## src/hw/rtl/sha_pkg.sv

```systemverilog
// Shared types, constants and round table for the SHA-256 stream hash unit
`timescale 1ns / 1ps
package sha_pkg;

	typedef struct packed {
		logic       finish;
		logic [7:0] data;
	} item_t;

	localparam logic [31:0] IV [8] = '{
		32'h6A09E667, 32'hBB67AE85, 32'h3C6EF372, 32'hA54FF53A,
		32'h510E527F, 32'h9B05688C, 32'h1F83D9AB, 32'h5BE0CD19
	};

	localparam logic [7:0] PAD_BYTE = 8'h80;
	localparam logic [5:0] LEN_POS = 6'd56;

	function automatic logic [31:0] round_k(input logic [5:0] t);
		logic [31:0] k;
		case (t)
			6'd0: k = 32'h428A2F98;  6'd1: k = 32'h71374491;
			6'd2: k = 32'hB5C0FBCF;  6'd3: k = 32'hE9B5DBA5;
			6'd4: k = 32'h3956C25B;  6'd5: k = 32'h59F111F1;
			6'd6: k = 32'h923F82A4;  6'd7: k = 32'hAB1C5ED5;
			6'd8: k = 32'hD807AA98;  6'd9: k = 32'h12835B01;
			6'd10: k = 32'h243185BE; 6'd11: k = 32'h550C7DC3;
			6'd12: k = 32'h72BE5D74; 6'd13: k = 32'h80DEB1FE;
			6'd14: k = 32'h9BDC06A7; 6'd15: k = 32'hC19BF174;
			6'd16: k = 32'hE49B69C1; 6'd17: k = 32'hEFBE4786;
			6'd18: k = 32'h0FC19DC6; 6'd19: k = 32'h240CA1CC;
			6'd20: k = 32'h2DE92C6F; 6'd21: k = 32'h4A7484AA;
			6'd22: k = 32'h5CB0A9DC; 6'd23: k = 32'h76F988DA;
			6'd24: k = 32'h983E5152; 6'd25: k = 32'hA831C66D;
			6'd26: k = 32'hB00327C8; 6'd27: k = 32'hBF597FC7;
			6'd28: k = 32'hC6E00BF3; 6'd29: k = 32'hD5A79147;
			6'd30: k = 32'h06CA6351; 6'd31: k = 32'h14292967;
			6'd32: k = 32'h27B70A85; 6'd33: k = 32'h2E1B2138;
			6'd34: k = 32'h4D2C6DFC; 6'd35: k = 32'h53380D13;
			6'd36: k = 32'h650A7354; 6'd37: k = 32'h766A0ABB;
			6'd38: k = 32'h81C2C92E; 6'd39: k = 32'h92722C85;
			6'd40: k = 32'hA2BFE8A1; 6'd41: k = 32'hA81A664B;
			6'd42: k = 32'hC24B8B70; 6'd43: k = 32'hC76C51A3;
			6'd44: k = 32'hD192E819; 6'd45: k = 32'hD6990624;
			6'd46: k = 32'hF40E3585; 6'd47: k = 32'h106AA070;
			6'd48: k = 32'h19A4C116; 6'd49: k = 32'h1E376C08;
			6'd50: k = 32'h2748774C; 6'd51: k = 32'h34B0BCB5;
			6'd52: k = 32'h391C0CB3; 6'd53: k = 32'h4ED8AA4A;
			6'd54: k = 32'h5B9CCA4F; 6'd55: k = 32'h682E6FF3;
			6'd56: k = 32'h748F82EE; 6'd57: k = 32'h78A5636F;
			6'd58: k = 32'h84C87814; 6'd59: k = 32'h8CC70208;
			6'd60: k = 32'h90BEFFFA; 6'd61: k = 32'hA4506CEB;
			6'd62: k = 32'hBEF9A3F7; 6'd63: k = 32'hC67178F2;
			default: k = 32'h0;
		endcase
		return k;
	endfunction

	function automatic logic [31:0] ror(input logic [31:0] v, input int n);
		return (v >> n) | (v << (32 - n));
	endfunction

endpackage

```

## src/hw/rtl/sha_front.sv

```systemverilog
// Input queue: accepts and classifies items ahead of the hash engine
`timescale 1ns / 1ps
module sha_front import sha_pkg::*; #(
	parameter int DEPTH = 4
) (
	input  logic       clk,
	input  logic       arst_n,
	input  logic       in_valid,
	output logic       in_ready,
	input  logic       in_cmd,
	input  logic [7:0] in_data,
	output logic       q_valid,
	input  logic       q_pop,
	output item_t      q_item
);
	localparam int AW = (DEPTH > 1) ? $clog2(DEPTH) : 1;

	item_t         mem_q [DEPTH];
	logic [AW-1:0] wr_q, rd_q;
	logic [AW:0]   cnt_q;
	logic          push, pop;

	assign in_ready = (cnt_q != (AW+1)'(DEPTH));
	assign q_valid  = (cnt_q != '0);
	assign push     = in_valid && in_ready;
	assign pop      = q_pop && q_valid;
	assign q_item   = mem_q[rd_q];

	always_ff @(posedge clk) begin
		if (push) begin
			mem_q[wr_q] <= '{finish: in_cmd, data: in_data};
		end
	end

	always_ff @(posedge clk or negedge arst_n) begin
		if (!arst_n) begin
			wr_q  <= '0;
			rd_q  <= '0;
			cnt_q <= '0;
		end else begin
			if (push) begin
				wr_q <= (wr_q == AW'(DEPTH - 1)) ? '0 : wr_q + 1'b1;
			end
			if (pop) begin
				rd_q <= (rd_q == AW'(DEPTH - 1)) ? '0 : rd_q + 1'b1;
			end
			cnt_q <= cnt_q + (AW+1)'(push) - (AW+1)'(pop);
		end
	end
endmodule

```

## src/hw/rtl/sha_back.sv

```systemverilog
// Hash engine: block buffer, padding, 64-round compression and digest output
`timescale 1ns / 1ps
module sha_back import sha_pkg::*; (
	input  logic        clk,
	input  logic        arst_n,
	input  logic        q_valid,
	output logic        q_pop,
	input  item_t       q_item,
	output logic        out_valid,
	input  logic        out_ready,
	output logic [31:0] out_word,
	output logic [2:0]  out_index,
	output logic        out_last
);
	localparam logic [2:0] S_IDLE = 3'd0;
	localparam logic [2:0] S_PAD  = 3'd1;
	localparam logic [2:0] S_RND  = 3'd2;
	localparam logic [2:0] S_ADD  = 3'd3;
	localparam logic [2:0] S_OUT  = 3'd4;

	logic [2:0]   state_q;
	logic [511:0] blk_q;
	logic [31:0]  h_q [8];
	logic [31:0]  r_q [8];
	logic [5:0]   fill_q;
	logic [5:0]   rnd_q;
	logic [60:0]  total_q;
	logic [63:0]  bits_q;
	logic         pad_q;
	logic         len_q;
	logic [2:0]   idx_q;

	logic [31:0] w0, w1, w9, w14, s0, s1, new_w;
	logic [31:0] big1, ch, t1, big0, maj;
	logic [7:0]  pad_byte;
	logic [5:0]  len_sel;

	assign w0  = blk_q[511:480];
	assign w1  = blk_q[479:448];
	assign w9  = blk_q[223:192];
	assign w14 = blk_q[63:32];
	assign s0  = ror(w1, 7) ^ ror(w1, 18) ^ (w1 >> 3);
	assign s1  = ror(w14, 17) ^ ror(w14, 19) ^ (w14 >> 10);
	assign new_w = w0 + s0 + w9 + s1;

	assign big1 = ror(r_q[4], 6) ^ ror(r_q[4], 11) ^ ror(r_q[4], 25);
	assign ch   = (r_q[4] & r_q[5]) ^ (~r_q[4] & r_q[6]);
	assign t1   = r_q[7] + big1 + ch + round_k(rnd_q) + w0;
	assign big0 = ror(r_q[0], 2) ^ ror(r_q[0], 13) ^ ror(r_q[0], 22);
	assign maj  = (r_q[0] & r_q[1]) ^ (r_q[0] & r_q[2]) ^ (r_q[1] & r_q[2]);

	assign len_sel  = 6'd63 - fill_q;
	assign pad_byte = (len_q && fill_q >= LEN_POS) ? bits_q[{len_sel[2:0], 3'b000} +: 8] : 8'h00;

	assign q_pop     = (state_q == S_IDLE);
	assign out_valid = (state_q == S_OUT);
	assign out_word  = h_q[idx_q];
	assign out_index = idx_q;
	assign out_last  = (idx_q == 3'd7);

	always_ff @(posedge clk or negedge arst_n) begin
		if (!arst_n) begin
			state_q <= S_IDLE;
			h_q     <= IV;
			fill_q  <= '0;
			total_q <= '0;
			pad_q   <= 1'b0;
			len_q   <= 1'b0;
			idx_q   <= '0;
			rnd_q   <= '0;
			bits_q  <= '0;
		end else begin
			case (state_q)
				S_IDLE: begin
					if (q_valid) begin
						fill_q <= fill_q + 1'b1;
						if (q_item.finish) begin
							blk_q  <= {blk_q[503:0], PAD_BYTE};
							bits_q <= {total_q, 3'b000};
							pad_q  <= 1'b1;
							len_q  <= (fill_q < LEN_POS);
						end else begin
							blk_q   <= {blk_q[503:0], q_item.data};
							total_q <= total_q + 1'b1;
						end
						if (fill_q == 6'd63) begin
							r_q     <= h_q;
							rnd_q   <= '0;
							state_q <= S_RND;
						end else if (q_item.finish) begin
							state_q <= S_PAD;
						end
					end
				end
				S_PAD: begin
					blk_q  <= {blk_q[503:0], pad_byte};
					fill_q <= fill_q + 1'b1;
					if (fill_q == 6'd63) begin
						r_q     <= h_q;
						rnd_q   <= '0;
						state_q <= S_RND;
					end
				end
				S_RND: begin
					blk_q <= {blk_q[479:0], new_w};
					r_q[7] <= r_q[6];
					r_q[6] <= r_q[5];
					r_q[5] <= r_q[4];
					r_q[4] <= r_q[3] + t1;
					r_q[3] <= r_q[2];
					r_q[2] <= r_q[1];
					r_q[1] <= r_q[0];
					r_q[0] <= t1 + big0 + maj;
					rnd_q  <= rnd_q + 1'b1;
					if (rnd_q == 6'd63) begin
						state_q <= S_ADD;
					end
				end
				S_ADD: begin
					for (int i = 0; i < 8; i++) begin
						h_q[i] <= h_q[i] + r_q[i];
					end
					if (!pad_q) begin
						state_q <= S_IDLE;
					end else if (len_q) begin
						idx_q   <= '0;
						state_q <= S_OUT;
					end else begin
						len_q   <= 1'b1;
						state_q <= S_PAD;
					end
				end
				S_OUT: begin
					if (out_ready) begin
						idx_q <= idx_q + 1'b1;
						if (idx_q == 3'd7) begin
							h_q     <= IV;
							fill_q  <= '0;
							total_q <= '0;
							pad_q   <= 1'b0;
							len_q   <= 1'b0;
							state_q <= S_IDLE;
						end
					end
				end
				default: state_q <= S_IDLE;
			endcase
		end
	end
endmodule

```

## src/hw/rtl/sha256_stream_hash_unit.sv

```systemverilog
// Top level of the streaming SHA-256 hash unit
`timescale 1ns / 1ps
// Streaming SHA-256. The slave channel takes one item per handshake: tuser 0
// absorbs the byte in tdata, tuser 1 finishes the message. The master channel
// returns the digest as eight items, word 0 first, tlast on the eighth.
// A queue of QUEUE_DEPTH items sits in front of the engine, so the source can
// run up to QUEUE_DEPTH items ahead while a block is being compressed.
// Bytes are absorbed while the engine is idle. Each full 64-byte block is then
// compressed in 64 rounds at one round per cycle through the single round
// unit and folded into the chaining words; the engine takes no byte from the
// queue meanwhile. A finish takes the padding bytes at one per cycle, over
// up to two blocks, one or two compressions, then the eight digest words.
// Reset empties the queue, loads the initial vector and clears the counts.
// A stalled master channel holds the current word; the queue keeps taking
// items until it fills.
module sha256_stream_hash_unit import sha_pkg::*; #(
	parameter int QUEUE_DEPTH = 4
) (
	input  logic        clk,
	input  logic        arst_n,
	input  logic        s_tvalid,
	output logic        s_tready,
	input  logic [7:0]  s_tdata,  // data_byte[7:0]
	input  logic        s_tuser,  // cmd
	output logic        m_tvalid,
	input  logic        m_tready,
	output logic [39:0] m_tdata,  // digest_word[31:0], word_index[34:32], zero fill
	output logic        m_tlast
);
	logic        q_valid, q_pop;
	item_t       q_item;
	logic [31:0] word;
	logic [2:0]  index;

	sha_front #(.DEPTH(QUEUE_DEPTH)) u_front (
		.clk     (clk),
		.arst_n  (arst_n),
		.in_valid(s_tvalid),
		.in_ready(s_tready),
		.in_cmd  (s_tuser),
		.in_data (s_tdata),
		.q_valid (q_valid),
		.q_pop   (q_pop),
		.q_item  (q_item)
	);

	sha_back u_back (
		.clk      (clk),
		.arst_n   (arst_n),
		.q_valid  (q_valid),
		.q_pop    (q_pop),
		.q_item   (q_item),
		.out_valid(m_tvalid),
		.out_ready(m_tready),
		.out_word (word),
		.out_index(index),
		.out_last (m_tlast)
	);

	assign m_tdata = {5'b0, index, word};
endmodule
```

## config.mk

```make
export PLATFORM = sky130hd
export DESIGN_NAME = sha256_stream_hash_unit
export DESIGN_NICKNAME = d
export VERILOG_FILES = /design/src/hw/rtl/sha_pkg.sv /design/src/hw/rtl/sha_front.sv /design/src/hw/rtl/sha_back.sv /design/src/hw/rtl/sha256_stream_hash_unit.sv
export SDC_FILE = /design/constraint.sdc
export NUM_CORES = 2
export LEC_CHECK = 0
export ABC_AREA = 1
export BUFFER_PORTS_ARGS = -buffer_cell sky130_fd_sc_hd__buf_4
export CAP_MARGIN = 40
export CORE_MARGIN = 2
export CORE_UTILIZATION = 38
export DETAILED_ROUTE_END_ITERATION = 8
export PLACE_DENSITY = 0.56
export SETUP_SLACK_MARGIN = 0.2
export SYNTH_ARGS = -nofsm -noshare
export SYNTH_HDL_FRONTEND = slang
export SYNTH_SLANG_ARGS = --single-unit
```

## constraint.sdc

```tcl
create_clock -name clk -period 21.4 [get_ports clk]
set_input_delay 4.28 -clock clk [delete_from_list [all_inputs] [get_ports clk]]
set_output_delay 4.28 -clock clk [all_outputs]
set_load 0.03 [all_outputs]
```

==> results.sh <==
export IMPL_remaining_drc_errors=0
export IMPL_port_buffers=50
export IMPL_cts_root_buf="clkbuf_16"
export IMPL_ys_types=66
export IMPL_first_iter_violations=8399
export IMPL_dp_hpwl_mm=276.7
export IMPL_synth_main_ff_cell="edfxtp_1"
export IMPL_dieArea_um2=230500
export IMPL_met3_usage_pct=4.233
export IMPL_area_growth_pct=10.01
export IMPL_cts_sinks=1209
export IMPL_cts_setup_buffers=0
export IMPL_rsz0062_at_grt="false"
export IMPL_slew_headroom_pct=-2.927
export IMPL_status="finished with violations"
export IMPL_yosysTopAreaCellShare_pct=28.02
export IMPL_cts_htree_levels=4
export IMPL_grt_pass1_wl_mm=515.1
export IMPL_cp_required_ns=21.93
export IMPL_cap_viol_max_count=0
export IMPL_synth_seq_cells=1209
export IMPL_path_class="reg2reg"
export IMPL_drt_pre_antenna_iters=7
export IMPL_ys_async_sr_fraction_pct=33.50
export IMPL_r2r_start="u_back.rnd_q[0]"
export IMPL_drv_slew=29
export IMPL_clkLatencyLatePin_ns=0.82
export IMPL_grt_busiest_layer="met2"
export IMPL_start_kind="flip-flop"
export IMPL_cts_resized=0
export IMPL_post_route_period_util_pct=45.17
export IMPL_endpoint_kind="flip-flop"
export IMPL_totalWireLength_mm=355.4
export IMPL_crit_slowest_cell="dfrtp_1"
export IMPL_period_needed_ns=9.666
export IMPL_path_clk_slew_ns=0.06
export IMPL_clock_skew_ns=0.04459
export IMPL_setup_tns_ns=0
export IMPL_yosysWarnings=0
export IMPL_yosys_area_top_type="edfxtp_1"
export IMPL_nets=11520
export IMPL_hp_class="reg2reg"
export IMPL_ant_nets=0
export IMPL_synth_cell_area_um2=86150
export IMPL_synth_cells=11040
export IMPL_vias_per_cell=5.582
export IMPL_fmax_ghz=0.1035
export IMPL_hold_start="u_back.fill_q[5]"
export IMPL_worstPathArrival_ns=10.20
export IMPL_vias=78300
export IMPL_coreArea_um2=225100
export IMPL_nFillCells=23050
export IMPL_wl_per_cell_um=25.34
export IMPL_die_h_um=480.1
export IMPL_grt_max_degree=200
export IMPL_crit_top_cell="nand2_1"
export IMPL_cts_tree="yes"
export IMPL_die_w_um=480.1
export IMPL_ios=56
export IMPL_crit_fanout=19
export IMPL_initial_utilization_pct=38.27
export IMPL_cts_buffer_depth=3
export IMPL_first_global_vias=74870
export IMPL_cts_hold_buf=0
export IMPL_worst_pin_slew_ns=1.544
export IMPL_synth_edf_count=804
export IMPL_cts_buffers=147
export IMPL_finalSetupViolCount=0
export IMPL_antenna_found_initial=16
export IMPL_ys_seq_area_share_pct=39.99
export IMPL_globalplace_congestion=1.009
export IMPL_yosys_top_cells_area="edfxtp_1 28%, nand2_1 11%, o21ai_0 8.1%, dfrtp_1 7.8%, inv_1 6.5%"
export IMPL_rows=174
export IMPL_overflow=0
export IMPL_met1_usage_pct=42.76
export IMPL_violations="max-slew violations"
export IMPL_drive_above_1_share_pct=5.370
export IMPL_grt_use_met2_pct=46.09
export IMPL_synth_avg_cell_area_um2=7.806
export IMPL_critPathLaunch="u_back.rnd_q[0]"
export IMPL_max_stage_delay_ns=0.87
export IMPL_hold_viol_final=0
export IMPL_grtUsageTotal_pct=30.22
## cell type report
type	instances	area [µm²]	share of cell area (%)
multi-input combinational	7864	44220	46.66
sequential	1209	34450	36.35
inverter	1509	5684	5.998
clock buffer	203	4093	4.318
tap	2992	3744	3.950
timing repair buffer	170	1582	1.669
clock inverter	70	970.9	1.024
antenna	9	22.52	0.02376
## synthesized netlist by cell type (all sizes together) (4+ instances only)
cell type / count
ha: 405
nand3: 451
nand3b: 25
and2: 4
nor2: 823
edfxtp: 804
clkinv: 5
nand4: 119
maj3: 24
fa: 196
nor3: 129
o22ai: 129
or2: 12
mux2: 5
a22oi: 8
mux2i: 18
o32ai: 5
a21o: 62
o31ai: 28
a21oi: 681
xnor2: 144
nand2: 2628
a211oi: 9
xor2: 231
a221oi: 16
o221ai: 21
nor4: 16
o211ai: 41
clkbuf: 351
o21a: 34
o21ai: 1416
buf: 108
a31oi: 62
a31o: 4
dfstp: 136
o21bai: 56
and3: 10
a21boi: 27
inv: 1504
dfrtp: 269
## final timing paths
path / slack (ns) / cells past startpoint / endpoint
max in group asynchronous: 14.90 / 6 / u_back.h_q[60]
min: 0.47 / 1 / u_back.fill_q[5]
max: 11.73 / 31 / u_back.r_q[252]
min reg2reg: 0.47 / 1 / u_back.fill_q[5]
max reg2reg: 11.73 / 31 / u_back.r_q[252]
min in group asynchronous: 3.33 / 1 / u_back.h_q[204]
## critical path, delay by kind of cell, from the launching register on
family / cells / cell delay [ns]
adders and majority gates: 7 / 3.18
and+or+nand+nor: 11 / 2.31
AOI/OAI and AO/OA: 8 / 1.90
DFF: 1 / 0.87
buffers and inverters: 4 / 0.66
xor gates and xnor gates: 1 / 0.45
## logic make-up after synthesis
logic type	after synthesis	synth area share, %
flops	1209	39.99
mux	23	0.2745
compound gates	2613	16.50
buf+inv	1968	8.742
fa+ha+maj	625	10.72
xor+xnor	375	3.812
other cells	1	0.004353
simple gates	4223	19.97
## state kept, by name (all words and copies together), names as in the netlist
signal and count:
u_back.fill_q 6, u_front.cnt_q 3, u_back.out_index 3, u_back.r_q 256, u_back.bits_q 61, u_back.len_q 1
u_back.total_q 61, u_back.state_q 3, u_front.rd_q 2, u_back.h_q 256, u_front.wr_q 2, u_back.pad_q 1
u_back.rnd_q 6, u_front.mem_q 36, u_back.blk_q 512
## cell usage in the layout (no fill, tap or decap), drive strengths merged, types with 136 or more instances in the layout
master  instances
xor2          231
a21oi         681
nand2        2628
o21ai        1416
inv          1507
clkbuf        203
edfxtp        804
dfstp         136
dfrtp         269
xnor2         144
fa            196
nand3         451
nor2          823
ha            405
buf           170
## metal layers
| metal | part of all wire (%) | wire (µm) |
|---|---|---|
| met3 | 7.3 | 25880 |
| met4 | 4.9 | 17330 |
| met1 | 44 | 157500 |
| met2 | 44 | 154600 |
| met5 | 0.014 | 50 |
## stage by stage
| step | util, % | setup WS, ns | hold slack [ns] | area (µm²) | instances |
|---|---|---|---|---|---|
| after global placement | 39.62 | 11.96 | 0.4533 | 89190 | 13710 |
| after global routing | 42.09 | 11.22 | 0.5068 | 94750 | 14020 |
| final | 42.10 | 11.73 | 0.4685 | 94770 | 14030 |
| after detailed placement | 39.84 | 11.97 | 0.4612 | 89680 | 13740 |
| after CTS | 42.09 | 11.89 | 0.4686 | 94740 | 14020 |
| after floorplan | - | 3.178 | 0.4339 | 86170 | 11040 |
Power is left out: the tool's default activity adds up to more than one toggle a clock period on the data nets, which glitch-free logic cannot reach.
